--- src/design/bgd_pkg.sv ---
`timescale 1ns / 1ps
// Shared types and constants for the bigram text decoder.
// No dependencies; imported by the front end, back end and top level.
package bgd_pkg;

    localparam int CAPACITY_WIDTH_DEF = 16;
    localparam int CAP_IN_W           = 16;
    localparam int BYTE_W             = 8;
    localparam int IDX_W              = 7;
    localparam int PAIR_W             = 2 * BYTE_W;
    localparam int TABLE_DEPTH        = 128;
    localparam int QUEUE_DEPTH        = 4;

    localparam logic [BYTE_W-1:0] TERMINATOR = 8'h00;

    typedef enum logic [1:0] {
        MODE_LOAD  = 2'd0,
        MODE_START = 2'd1,
        MODE_DATA  = 2'd2,
        MODE_RSVD  = 2'd3
    } t_mode;

    typedef enum logic [1:0] {
        K_START = 2'd0,
        K_CHAR  = 2'd1,
        K_PAIR  = 2'd2,
        K_END   = 2'd3
    } t_kind;

    typedef struct packed {
        t_kind             kind;
        logic [BYTE_W-1:0] first;
        logic [BYTE_W-1:0] second;
    } t_cmd;

    localparam int CMD_W = $bits(t_cmd);

endpackage

--- src/design/bgd_queue.sv ---
`timescale 1ns / 1ps
// Small register queue that holds classified commands between front and back.
// Depends on nothing beyond its parameters.
module bgd_queue #(
    parameter int W     = 8,
    parameter int DEPTH = 4
) (
    input  logic         i_clk,
    input  logic         i_rst_n,
    input  logic         i_push,
    input  logic [W-1:0] i_data,
    output logic         o_full,
    input  logic         i_pop,
    output logic [W-1:0] o_data,
    output logic         o_empty
);
    localparam int PTR_W = (DEPTH > 1) ? $clog2(DEPTH) : 1;
    localparam int CNT_W = $clog2(DEPTH + 1);

    logic [W-1:0]     r_mem [DEPTH];
    logic [PTR_W-1:0] r_wr_ptr, n_wr_ptr;
    logic [PTR_W-1:0] r_rd_ptr, n_rd_ptr;
    logic [CNT_W-1:0] r_count, n_count;
    logic             do_push;
    logic             do_pop;

    assign o_full  = (r_count == CNT_W'(DEPTH));
    assign o_empty = (r_count == '0);
    assign o_data  = r_mem[r_rd_ptr];
    assign do_push = i_push && !o_full;
    assign do_pop  = i_pop && !o_empty;

    always_comb begin
        n_wr_ptr = r_wr_ptr;
        n_rd_ptr = r_rd_ptr;
        n_count  = r_count;
        if (do_push) begin
            n_wr_ptr = (r_wr_ptr == PTR_W'(DEPTH - 1)) ? '0 : r_wr_ptr + 1'b1;
        end
        if (do_pop) begin
            n_rd_ptr = (r_rd_ptr == PTR_W'(DEPTH - 1)) ? '0 : r_rd_ptr + 1'b1;
        end
        if (do_push && !do_pop) begin
            n_count = r_count + 1'b1;
        end else if (do_pop && !do_push) begin
            n_count = r_count - 1'b1;
        end
    end

    always_ff @(posedge i_clk) begin
        if (do_push) begin
            r_mem[r_wr_ptr] <= i_data;
        end
    end

    always_ff @(posedge i_clk) begin
        if (!i_rst_n) begin
            r_wr_ptr <= '0;
            r_rd_ptr <= '0;
            r_count  <= '0;
        end else begin
            r_wr_ptr <= n_wr_ptr;
            r_rd_ptr <= n_rd_ptr;
            r_count  <= n_count;
        end
    end

endmodule

--- src/design/bgd_front.sv ---
`timescale 1ns / 1ps
// Front end: accepts input items, keeps the pair table and classifies each item.
// Depends on bgd_pkg.
module bgd_front #(
    parameter int CAPACITY_WIDTH = bgd_pkg::CAPACITY_WIDTH_DEF
) (
    input  logic                          i_clk,
    input  logic                          i_rst_n,
    input  logic                          i_push,
    output logic                          o_full,
    input  logic [1:0]                    i_mode,
    input  logic [bgd_pkg::IDX_W-1:0]     i_entry_index,
    input  logic [bgd_pkg::BYTE_W-1:0]    i_pair_first,
    input  logic [bgd_pkg::BYTE_W-1:0]    i_pair_second,
    input  logic [bgd_pkg::CAP_IN_W-1:0]  i_capacity,
    input  logic [bgd_pkg::BYTE_W-1:0]    i_data_byte,
    output logic                          o_cmd_valid,
    output bgd_pkg::t_cmd                 o_cmd,
    output logic [CAPACITY_WIDTH-1:0]     o_cmd_cap,
    input  logic                          i_cmd_full
);
    import bgd_pkg::*;

    logic [PAIR_W-1:0]              r_table [TABLE_DEPTH];
    logic [PAIR_W-1:0]              r_rd;
    logic                           r_s1_valid, n_s1_valid;
    logic                           r_s1_start;
    logic [BYTE_W-1:0]              r_s1_byte;
    logic [CAPACITY_WIDTH-1:0]      r_s1_cap;
    logic [CAP_IN_W+CAPACITY_WIDTH-1:0] cap_ext;
    logic                           accept;
    logic                           advance;
    logic                           is_load;
    logic                           is_work;

    assign o_full  = r_s1_valid && i_cmd_full;
    assign accept  = i_push && !o_full;
    assign advance = r_s1_valid && !i_cmd_full;
    assign is_load = (t_mode'(i_mode) == MODE_LOAD);
    assign is_work = (t_mode'(i_mode) == MODE_START) || (t_mode'(i_mode) == MODE_DATA);
    assign cap_ext = {{CAPACITY_WIDTH{1'b0}}, i_capacity};

    always_ff @(posedge i_clk) begin
        if (accept && is_load) begin
            r_table[i_entry_index] <= {i_pair_first, i_pair_second};
        end
        if (accept) begin
            r_rd <= r_table[i_data_byte[IDX_W-1:0]];
        end
    end

    always_ff @(posedge i_clk) begin
        if (accept && is_work) begin
            r_s1_start <= (t_mode'(i_mode) == MODE_START);
            r_s1_byte  <= i_data_byte;
            r_s1_cap   <= cap_ext[CAPACITY_WIDTH-1:0];
        end
    end

    always_comb begin
        if (accept && is_work) begin
            n_s1_valid = 1'b1;
        end else if (advance) begin
            n_s1_valid = 1'b0;
        end else begin
            n_s1_valid = r_s1_valid;
        end
    end

    always_ff @(posedge i_clk) begin
        if (!i_rst_n) begin
            r_s1_valid <= 1'b0;
        end else begin
            r_s1_valid <= n_s1_valid;
        end
    end

    always_comb begin
        o_cmd.first  = r_s1_byte;
        o_cmd.second = r_rd[BYTE_W-1:0];
        if (r_s1_start) begin
            o_cmd.kind = K_START;
        end else if (r_s1_byte == TERMINATOR) begin
            o_cmd.kind = K_END;
        end else if (r_s1_byte[BYTE_W-1] && (r_rd[PAIR_W-1:BYTE_W] != TERMINATOR)) begin
            o_cmd.kind  = K_PAIR;
            o_cmd.first = r_rd[PAIR_W-1:BYTE_W];
        end else begin
            o_cmd.kind = K_CHAR;
        end
    end

    assign o_cmd_valid = advance;
    assign o_cmd_cap   = r_s1_cap;

endmodule

--- src/design/bgd_back.sv ---
`timescale 1ns / 1ps
// Back end: tracks the open string, emits a character per cycle unless stalled.
// Depends on bgd_pkg.
module bgd_back #(
    parameter int CAPACITY_WIDTH = bgd_pkg::CAPACITY_WIDTH_DEF
) (
    input  logic                        i_clk,
    input  logic                        i_rst_n,
    input  logic                        i_cmd_empty,
    input  bgd_pkg::t_cmd               i_cmd,
    input  logic [CAPACITY_WIDTH-1:0]   i_cmd_cap,
    output logic                        o_cmd_pop,
    output logic                        o_empty,
    input  logic                        i_pop,
    output logic [bgd_pkg::BYTE_W-1:0]  o_out_byte,
    output logic                        o_last
);
    import bgd_pkg::*;

    logic [CAPACITY_WIDTH-1:0] r_slots, n_slots;
    logic                      r_done, n_done;
    logic                      r_pend2, n_pend2;
    logic                      r_pend_t, n_pend_t;
    logic [BYTE_W-1:0]         r_second;
    logic                      r_out_valid, n_out_valid;
    logic [BYTE_W-1:0]         r_out_byte;
    logic                      r_out_last;
    logic                      out_take;
    logic                      out_free;
    logic                      emit;
    logic [BYTE_W-1:0]         e_byte;
    logic                      e_last;

    assign out_take = r_out_valid && i_pop;
    assign out_free = !r_out_valid || out_take;

    always_comb begin
        logic [CAPACITY_WIDTH-1:0] s1;
        logic [CAPACITY_WIDTH-1:0] s2;
        s1        = r_slots - 1'b1;
        s2        = r_slots - 2'd2;
        n_slots   = r_slots;
        n_done    = r_done;
        n_pend2   = r_pend2;
        n_pend_t  = r_pend_t;
        o_cmd_pop = 1'b0;
        emit      = 1'b0;
        e_byte    = TERMINATOR;
        e_last    = 1'b0;
        if (r_pend2) begin
            if (out_free) begin
                emit    = 1'b1;
                e_byte  = r_second;
                n_pend2 = 1'b0;
            end
        end else if (r_pend_t) begin
            if (out_free) begin
                emit     = 1'b1;
                e_last   = 1'b1;
                n_pend_t = 1'b0;
            end
        end else if (!i_cmd_empty) begin
            case (i_cmd.kind)
                K_START: begin
                    if (i_cmd_cap[CAPACITY_WIDTH-1:1] != '0) begin
                        o_cmd_pop = 1'b1;
                        n_slots   = i_cmd_cap;
                        n_done    = 1'b0;
                    end else if (out_free) begin
                        o_cmd_pop = 1'b1;
                        n_slots   = i_cmd_cap;
                        n_done    = 1'b1;
                        emit      = 1'b1;
                        e_last    = 1'b1;
                    end
                end
                K_END: begin
                    if (r_done) begin
                        o_cmd_pop = 1'b1;
                    end else if (out_free) begin
                        o_cmd_pop = 1'b1;
                        n_done    = 1'b1;
                        emit      = 1'b1;
                        e_last    = 1'b1;
                    end
                end
                K_PAIR: begin
                    if (r_done) begin
                        o_cmd_pop = 1'b1;
                    end else if (out_free) begin
                        o_cmd_pop = 1'b1;
                        emit      = 1'b1;
                        e_byte    = i_cmd.first;
                        if (s1[CAPACITY_WIDTH-1:1] != '0) begin
                            n_pend2 = 1'b1;
                            n_slots = s2;
                            if (s2[CAPACITY_WIDTH-1:1] == '0) begin
                                n_pend_t = 1'b1;
                                n_done   = 1'b1;
                            end
                        end else begin
                            n_slots  = s1;
                            n_pend_t = 1'b1;
                            n_done   = 1'b1;
                        end
                    end
                end
                default: begin
                    if (r_done) begin
                        o_cmd_pop = 1'b1;
                    end else if (out_free) begin
                        o_cmd_pop = 1'b1;
                        emit      = 1'b1;
                        e_byte    = i_cmd.first;
                        n_slots   = s1;
                        if (s1[CAPACITY_WIDTH-1:1] == '0) begin
                            n_pend_t = 1'b1;
                            n_done   = 1'b1;
                        end
                    end
                end
            endcase
        end
    end

    always_comb begin
        if (emit) begin
            n_out_valid = 1'b1;
        end else if (out_take) begin
            n_out_valid = 1'b0;
        end else begin
            n_out_valid = r_out_valid;
        end
    end

    always_ff @(posedge i_clk) begin
        if (emit) begin
            r_out_byte <= e_byte;
            r_out_last <= e_last;
        end
        if (o_cmd_pop && (i_cmd.kind == K_PAIR)) begin
            r_second <= i_cmd.second;
        end
    end

    always_ff @(posedge i_clk) begin
        if (!i_rst_n) begin
            r_slots     <= '0;
            r_done      <= 1'b1;
            r_pend2     <= 1'b0;
            r_pend_t    <= 1'b0;
            r_out_valid <= 1'b0;
        end else begin
            r_slots     <= n_slots;
            r_done      <= n_done;
            r_pend2     <= n_pend2;
            r_pend_t    <= n_pend_t;
            r_out_valid <= n_out_valid;
        end
    end

    assign o_empty    = !r_out_valid;
    assign o_out_byte = r_out_byte;
    assign o_last     = r_out_last;

endmodule

--- src/design/bigram_text_decoder.sv ---
`timescale 1ns / 1ps
// Top level of the bigram text decoder: front end, command queue and back end.
// Depends on bgd_pkg, bgd_front, bgd_queue and bgd_back.
//
// Input items are offered with push and taken when full is low. An item
// loads a pair table entry, opens a string with a capacity, or carries one
// compressed data byte. Results are read like a queue: while empty is low
// the oldest character is on o_out_byte and o_last, and pop takes it.
// The front end takes one item per cycle while full is low and reads the pair
// table in a registered read, so an accepted item is held in the front stage
// register before it is pushed into the command queue. Its first character
// then passes through the command queue into the output register. The back
// end emits one character per cycle while the output register is free, so a
// data byte that expands to a pair keeps it busy until both are emitted.
// When the receiver stalls, the output register, the four-entry command queue
// and the front stage register fill, and full then rises. Reset empties all
// queues and leaves no string open; data bytes are ignored until a start item.
// The pair table is not cleared and must be loaded before its entries are used.
module bigram_text_decoder #(
    parameter int CAPACITY_WIDTH = bgd_pkg::CAPACITY_WIDTH_DEF
) (
    input  logic                          i_clk,
    input  logic                          i_rst_n,
    input  logic                          push,
    output logic                          full,
    input  logic [1:0]                    i_mode,
    input  logic [bgd_pkg::IDX_W-1:0]     i_entry_index,
    input  logic [bgd_pkg::BYTE_W-1:0]    i_pair_first,
    input  logic [bgd_pkg::BYTE_W-1:0]    i_pair_second,
    input  logic [bgd_pkg::CAP_IN_W-1:0]  i_capacity,
    input  logic [bgd_pkg::BYTE_W-1:0]    i_data_byte,
    output logic                          empty,
    input  logic                          pop,
    output logic [bgd_pkg::BYTE_W-1:0]    o_out_byte,
    output logic                          o_last
);
    import bgd_pkg::*;

    localparam int Q_W = CMD_W + CAPACITY_WIDTH;

    logic                      f_cmd_valid;
    t_cmd                      f_cmd;
    logic [CAPACITY_WIDTH-1:0] f_cmd_cap;
    logic                      q_full;
    logic                      q_empty;
    logic                      q_pop;
    logic [Q_W-1:0]            q_head;
    t_cmd                      b_cmd;
    logic [CAPACITY_WIDTH-1:0] b_cmd_cap;

    bgd_front #(
        .CAPACITY_WIDTH (CAPACITY_WIDTH)
    ) u_front (
        .i_clk         (i_clk),
        .i_rst_n       (i_rst_n),
        .i_push        (push),
        .o_full        (full),
        .i_mode        (i_mode),
        .i_entry_index (i_entry_index),
        .i_pair_first  (i_pair_first),
        .i_pair_second (i_pair_second),
        .i_capacity    (i_capacity),
        .i_data_byte   (i_data_byte),
        .o_cmd_valid   (f_cmd_valid),
        .o_cmd         (f_cmd),
        .o_cmd_cap     (f_cmd_cap),
        .i_cmd_full    (q_full)
    );

    bgd_queue #(
        .W     (Q_W),
        .DEPTH (QUEUE_DEPTH)
    ) u_queue (
        .i_clk   (i_clk),
        .i_rst_n (i_rst_n),
        .i_push  (f_cmd_valid),
        .i_data  ({f_cmd, f_cmd_cap}),
        .o_full  (q_full),
        .i_pop   (q_pop),
        .o_data  (q_head),
        .o_empty (q_empty)
    );

    assign b_cmd     = t_cmd'(q_head[Q_W-1:CAPACITY_WIDTH]);
    assign b_cmd_cap = q_head[CAPACITY_WIDTH-1:0];

    bgd_back #(
        .CAPACITY_WIDTH (CAPACITY_WIDTH)
    ) u_back (
        .i_clk       (i_clk),
        .i_rst_n     (i_rst_n),
        .i_cmd_empty (q_empty),
        .i_cmd       (b_cmd),
        .i_cmd_cap   (b_cmd_cap),
        .o_cmd_pop   (q_pop),
        .o_empty     (empty),
        .i_pop       (pop),
        .o_out_byte  (o_out_byte),
        .o_last      (o_last)
    );

endmodule

--- config.mk ---
export PLATFORM = sky130hd
export DESIGN_NAME = bigram_text_decoder
export DESIGN_NICKNAME = d
export VERILOG_FILES = /design/src/design/bgd_pkg.sv /design/src/design/bgd_queue.sv /design/src/design/bgd_front.sv /design/src/design/bgd_back.sv /design/src/design/bigram_text_decoder.sv
export SDC_FILE = /design/constraint.sdc
export NUM_CORES = 2
export LEC_CHECK = 0
export BUFFER_PORTS_ARGS = -buffer_cell sky130_fd_sc_hd__buf_2
export CAP_MARGIN = 20
export CORE_MARGIN = 10
export CORE_UTILIZATION = 63
export DETAILED_ROUTE_END_ITERATION = 8
export PLACE_DENSITY = 0.8
export SLEW_MARGIN = 20
export SYNTH_ARGS = -nofsm -noshare
export SYNTH_HDL_FRONTEND = slang
export SYNTH_SLANG_ARGS = --single-unit
export TNS_END_PERCENT = 100
--- constraint.sdc ---
create_clock -name i_clk -period 4.5 [get_ports i_clk]
set_input_delay 0.9 -clock i_clk [delete_from_list [all_inputs] [get_ports i_clk]]
set_output_delay 0.9 -clock i_clk [all_outputs]
set_load 0.005 [all_outputs]
# Word-level counts from Yosys, hierarchy flattened
# Memories as Yosys holds them, arrays and structs flattened. A register that Yosys moved wholly into a read port is not among the register bits.
# Cells that the tools add are included.
totals:
  regBits: 70
  ram_bits: 2184
  input_bits: 53
  output_inout_bits: 11
  wordCells: 149
  mem_count: 2
classes:
  addsub: 6
  eq_ne: 11
  n_mux: 74
  bitwise_logic: 4
  n_reduce_logical: 37
memory_table:
  columns: ["memory", "words", "word_bits", "rd", "rd_ports_with_merged_regs", "wr", "line", "source"]
  rows:
  - ["u_front.r_table", 128, 16, 1, 1, 1, "bgd_front.sv:24", "logic [PAIR_W-1:0] r_table [TABLE_DEPTH];"]
  - ["u_queue.r_mem", 4, 34, 1, 1, 1, "bgd_queue.sv:20", "logic [W-1:0] r_mem [DEPTH];"]
op_table:
  columns: ["op", "n"]
  rows:
  - ["2-to-1 mux 16 bit", 7]
  - ["2-to-1 mux 8 bit", 10]
  - ["one-hot mux 16 bit (3 select lines)", 1]
  - ["2-to-1 mux 1 bit", 44]
  - ["logical NOT 15 bit", 2]
  - ["nonzero test 15 bit", 2]
  - ["subtractor 16 x 1 -> 16 bit (second input constant)", 1]
  - ["subtractor 16 x 2 -> 16 bit (second input constant)", 1]
  - ["2-to-1 mux 2 bit", 7]
  - ["logical AND 1 bit", 12]
  - ["equality test 2 bit (second input constant)", 5]
  - ["nonzero test 2 bit", 5]
  - ["AND reduction 9 bit", 1]
  - ["logical NOT 8 bit", 1]
  - ["nonzero test 8 bit", 1]
  - ["logical NOT 1 bit", 6]
  - ["2-to-1 mux 3 bit", 2]
  - ["adder 2 x 1 -> 2 bit (second input constant)", 2]
  - ["logical NOT 2 bit", 2]
  - ["!= test 2 bit (second input constant)", 2]
  - ["inverter 1 bit", 4]
  - ["one-hot mux 1 bit (2 select lines)", 2]
  - ["AND reduction 4 bit", 1]
  - ["adder 3 x 1 -> 3 bit (second input constant)", 1]
  - ["9 further kinds", 10]

# Longest topological paths before layout
depth:
  ltp_word: 12
  mapped_depth: 16
  mapped_depth_nobuf: 12

# Modules after synthesis
# A second synthesis with hierarchy kept.
hier_totals:
  cells_unflattened: 3695
  area_unflattened_um2: 87844.2
modules_own_cells:
  columns: ["mod", "n_inst", "cells_each", "area_per_inst_um2", "seq_area_each_um2"]
  rows:
  - ["bgd_front", 1, 3140, 79687.7, 62750.2]
  - ["bgd_queue", 1, 229, 5435.2, 4264.1]
  - ["bgd_back", 1, 326, 2721.4, 910.9]

# Worst setup path before layout
# OpenSTA, ideal clock, no wires.
synth_path:
  path_type: "reg2reg"
  start: "register with a tool-made name"
  end: "register u_queue.r_count[2]"
  setup_time_ps: 76
  arrival_time_ps: 3883
  setup_slack_ps: 542
  stages_incl_launch_ff: 16
  n_path_buf: 4
  synth_period_minus_slack_ps: 3958
  path_cell_list: "dfxtp_1 -> buf_4 -> buf_6 -> buf_1 -> buf_2 -> mux4_2 -> inv_1 -> ha_1 -> a21oi_1 -> o21ai_2 -> ha_1 -> inv_1 -> fa_1 -> xor2_1 -> or3_1 -> a21boi_0"
synth_lines:
  columns: ["element", "line", "source"]
  rows:
  - ["to (signal assigned)", "bgd_queue.sv:64", "r_count <= n_count;"]
  - ["to (decl)", "bgd_queue.sv:23", "logic [CNT_W-1:0] r_count, n_count;"]

==> results.sh <==
export IMPL_ant_nets=0
export IMPL_worstHoldStart="i_capacity[8]"
export IMPL_synth_area_top_cells="edfxtp_1, mux4_2, nor2_1"
export IMPL_routedWlPerCell_um=38.8
export IMPL_core_area_um2=138000
export IMPL_peakVddDrop_v=0.000348
export IMPL_synth_top_area_share_pct=76.8
export IMPL_grt_ovfl_total=0
export IMPL_crit_type="reg2reg"
export IMPL_remaining_drc_errors=0
export IMPL_fin_util_pct=71.6
export IMPL_first_pass_iters=6
export IMPL_place_hpwl_mm=125
export IMPL_cts_resized=0
export IMPL_crit_chain="buf_12, mux4_2, nor4_1, and4_1, a21oi_1, o21ai_2, ha_1, inv_1, fa_1, xor2_1, or3_1, a21boi_0"
export IMPL_dieArea_um2=154000
export IMPL_cp_arrival_ns=4.54
export IMPL_numClockSinks=2272
export IMPL_num_rows=136
export IMPL_p_per_area_nw_per_um2=469
export IMPL_worstPathMaxFanout=27
export IMPL_die_width_um=393
export IMPL_rr_endpoint="u_queue.r_count[2]$_SDFFE_PN0P_"
export IMPL_synthArstFlopShare_pct=0
export IMPL_nFillCells=7166
export IMPL_setup_viol=0
export IMPL_syn_nets=3778
export IMPL_grt_pass1_vias=44800
export IMPL_worst_endpoint_required_ns=5.26
export IMPL_cts_buffers=209
export IMPL_grt_first_pass_wirelength_mm=337
export IMPL_syn2layout_area_growth_pct=12.6
export IMPL_path_clk_slew_ns=0.06
export IMPL_setup_tns_ns=0
export IMPL_io_pins=64
export IMPL_postCtsHoldBufs=0
export IMPL_start_util_pct=63.6
export IMPL_drive_gt1_share_pct=31.8
export IMPL_end_kind="register"
export IMPL_cts_setup_buffers=0
export IMPL_whs_endpoint="u_front.o_cmd_cap[8]$_DFFE_PP_"
export IMPL_clkLatencyLatePin_ns=0.85
export IMPL_synth_seq_area_share_pct=77.5
export IMPL_slowest_stage="mux4_2"
export IMPL_fmax_mhz=265
export IMPL_synth_area_um2=87700
export IMPL_cp_slowest_stage_delay_ns=0.60
export IMPL_gp_congestion=0.856
export IMPL_reg2reg_setup_slack_ns=0.72
export IMPL_max_cap_violations=0
export IMPL_postSynthAreaPerCell_um2=23.6
export IMPL_cp_start_kind="register"
export IMPL_clock_skew_ns=0.0270
export IMPL_cts_tree="built"
export IMPL_period_needed_ns=3.78
export IMPL_rsz0062_at_grt="no"
export IMPL_viasPerCell=7.36
export IMPL_p_leak_uw=0.0311
export IMPL_netlist_instances=3709
export IMPL_htreeDepth=4
export IMPL_post_route_period_util_pct=84.0
export IMPL_io_buffers=63
export IMPL_antenna_found_initial=21
export IMPL_synth_ff_type="edfxtp_1"
export IMPL_status="finished, final reports clean"
export IMPL_ys_top_cells_by_count="edfxtp_1, mux4_2, nor2_1, clkbuf_1, buf_2"
export IMPL_grt_max_degree=102
export IMPL_die_y_um=393
export IMPL_synth_seq_cells=2272
export IMPL_synth_largest_area_cell="edfxtp_1"
export IMPL_hold_path_class="in2reg"
export IMPL_yosysMostFrequentCell="edfxtp_1"
export IMPL_whs_path_depth=1
export IMPL_worst_pin_slew_ns=1.09
export IMPL_drv_slew=0
export IMPL_yosys_warnings=0
export IMPL_drt_wl_total_mm=234
export IMPL_worst_r2r_path_depth=12
export IMPL_synth_distinct_cells=68
export IMPL_fin_nets=4130
export IMPL_clk_path_buf_depth=3
export IMPL_drtIter0Drc=7385
export IMPL_via_count=44400
export IMPL_finalHoldViolCount=0
export IMPL_synth_edff_count=2242
export IMPL_root_buffer="clkbuf_16"
export IMPL_grt_use_total_pct=30.9
export IMPL_relSlewSlack_pct=27.6
area by class of cell:
class                      count  area [um2]  share of cell area (%)
timing repair buffer         335        2970                    3.00
clock inverter               127        1170                    1.19
antenna                       11        27.5                  0.0279
tap                         1794        2240                    2.27
multi-input combinational   1217       18800                    19.1
inverter                      26        97.6                  0.0989
clock buffer                 252        5480                    5.55
sequential                  2272       67900                    68.8
through the flow:
step	hold slack [ns]	setup slack (ns)	cell area [um2]	std cells	total power (uW)
2_1_floorplan	0.459	0.542	87700	3709	27500
3_3_place_gp	0.466	0.318	92000	5643	28900
3_5_place_dp	0.484	0.355	92000	5643	29100
4_1_cts	0.191	0.723	98600	6022	46300
5_1_grt	0.217	0.435	98700	6026	47600
6_report	0.236	0.721	98700	6034	46300
worst max path at each step:
stage	endpoint	depth (start not counted)	from	slack (ns)
2_1_floorplan	u_queue.r_count[2]$_SDFFE_PN0P_	15	register	0.54
3_3_place_gp	u_front.r_rd[13]$_DFFE_PP_	9	i_data_byte[0]	0.32
3_5_place_dp	u_front.r_rd[13]$_DFFE_PP_	9	i_data_byte[0]	0.36
4_1_cts	u_queue.r_count[2]$_SDFFE_PN0P_	12	register	0.72
5_1_grt	u_queue.r_count[2]$_SDFFE_PN0P_	12	register	0.44
6_report	u_queue.r_count[2]$_SDFFE_PN0P_	12	register	0.72
kinds of logic (layout without fill, tap and decap cells):
group,after synthesis,after routing,synth area share (%)
other,0,11,0
AO/OA/AOI/OAI,142,142,1.19
buffers and inverters,220,740,1.07
AND/OR/NAND/NOR,311,311,1.66
XOR/XNOR,14,14,0.140
multiplexers,734,734,18.2
adder cells (fa/ha/maj),16,16,0.237
flip-flops,2272,2272,77.5
layout by cell type (no fill, tap or decap), drive strengths merged, types with 12 or more instances in the layout:
| cell | netlist | final |
|---|---|---|
| nor4 | 13 | 13 |
| mux4 | 689 | 689 |
| inv | 26 | 28 |
| ha | 15 | 15 |
| nand2 | 45 | 45 |
| o21a | 21 | 21 |
| mux2i | 37 | 37 |
| clkbuf | 90 | 252 |
| nand3 | 14 | 14 |
| bufinv | 0 | 19 |
| clkinv | 0 | 100 |
| edfxtp | 2242 | 2242 |
| o21ai | 34 | 34 |
| and2 | 12 | 12 |
| nor2b | 13 | 13 |
| nor2 | 163 | 163 |
| dfxtp | 30 | 30 |
| a22oi | 26 | 26 |
| nor3 | 12 | 12 |
| buf | 104 | 335 |
layer usage:
metal | part of all wire (%) | vias up | track usage (%)
met1 | 34 | 23200 | 41.0
met2 | 49 | 3953 | 49.2
met5 | 0.053 | - | 0
met4 | 5.0 | 18 | 13.1
met3 | 12 | 698 | 8.03
li1 | - | 16600 | -
registers in the layout (all words and copies together) (netlist names), 3 cells and up, named ones only:
name,cells
u_front.r_table,2048
u_queue.r_mem,136
u_back.r_slots,16
u_front.o_cmd_cap,16
u_front.r_rd,16
u_back.o_out_byte,8
u_back.r_second,8
u_front.r_s1_byte,8
u_queue.r_count,3
power by group:
| group | internal [uW] | switching, uW |
|---|---|---|
| Sequential | 23500 | 288 |
| Combinational | 2050 | 2980 |
| Clock | 9730 | 7780 |
| Total | 35300 | 11100 |
worst max-delay path: cells and delay by family (launching register included):
family | cells | cell delay [ns]
AO/OA/AOI/OAI | 3 | 0.56
XOR/XNOR | 1 | 0.16
adder cells (fa/ha/maj) | 2 | 0.62
buffers and inverters | 2 | 0.31
flip-flops | 1 | 0.35
multiplexers | 1 | 0.60
AND/OR/NAND/NOR | 3 | 1.08
Power figures use the tool's default switching activity.
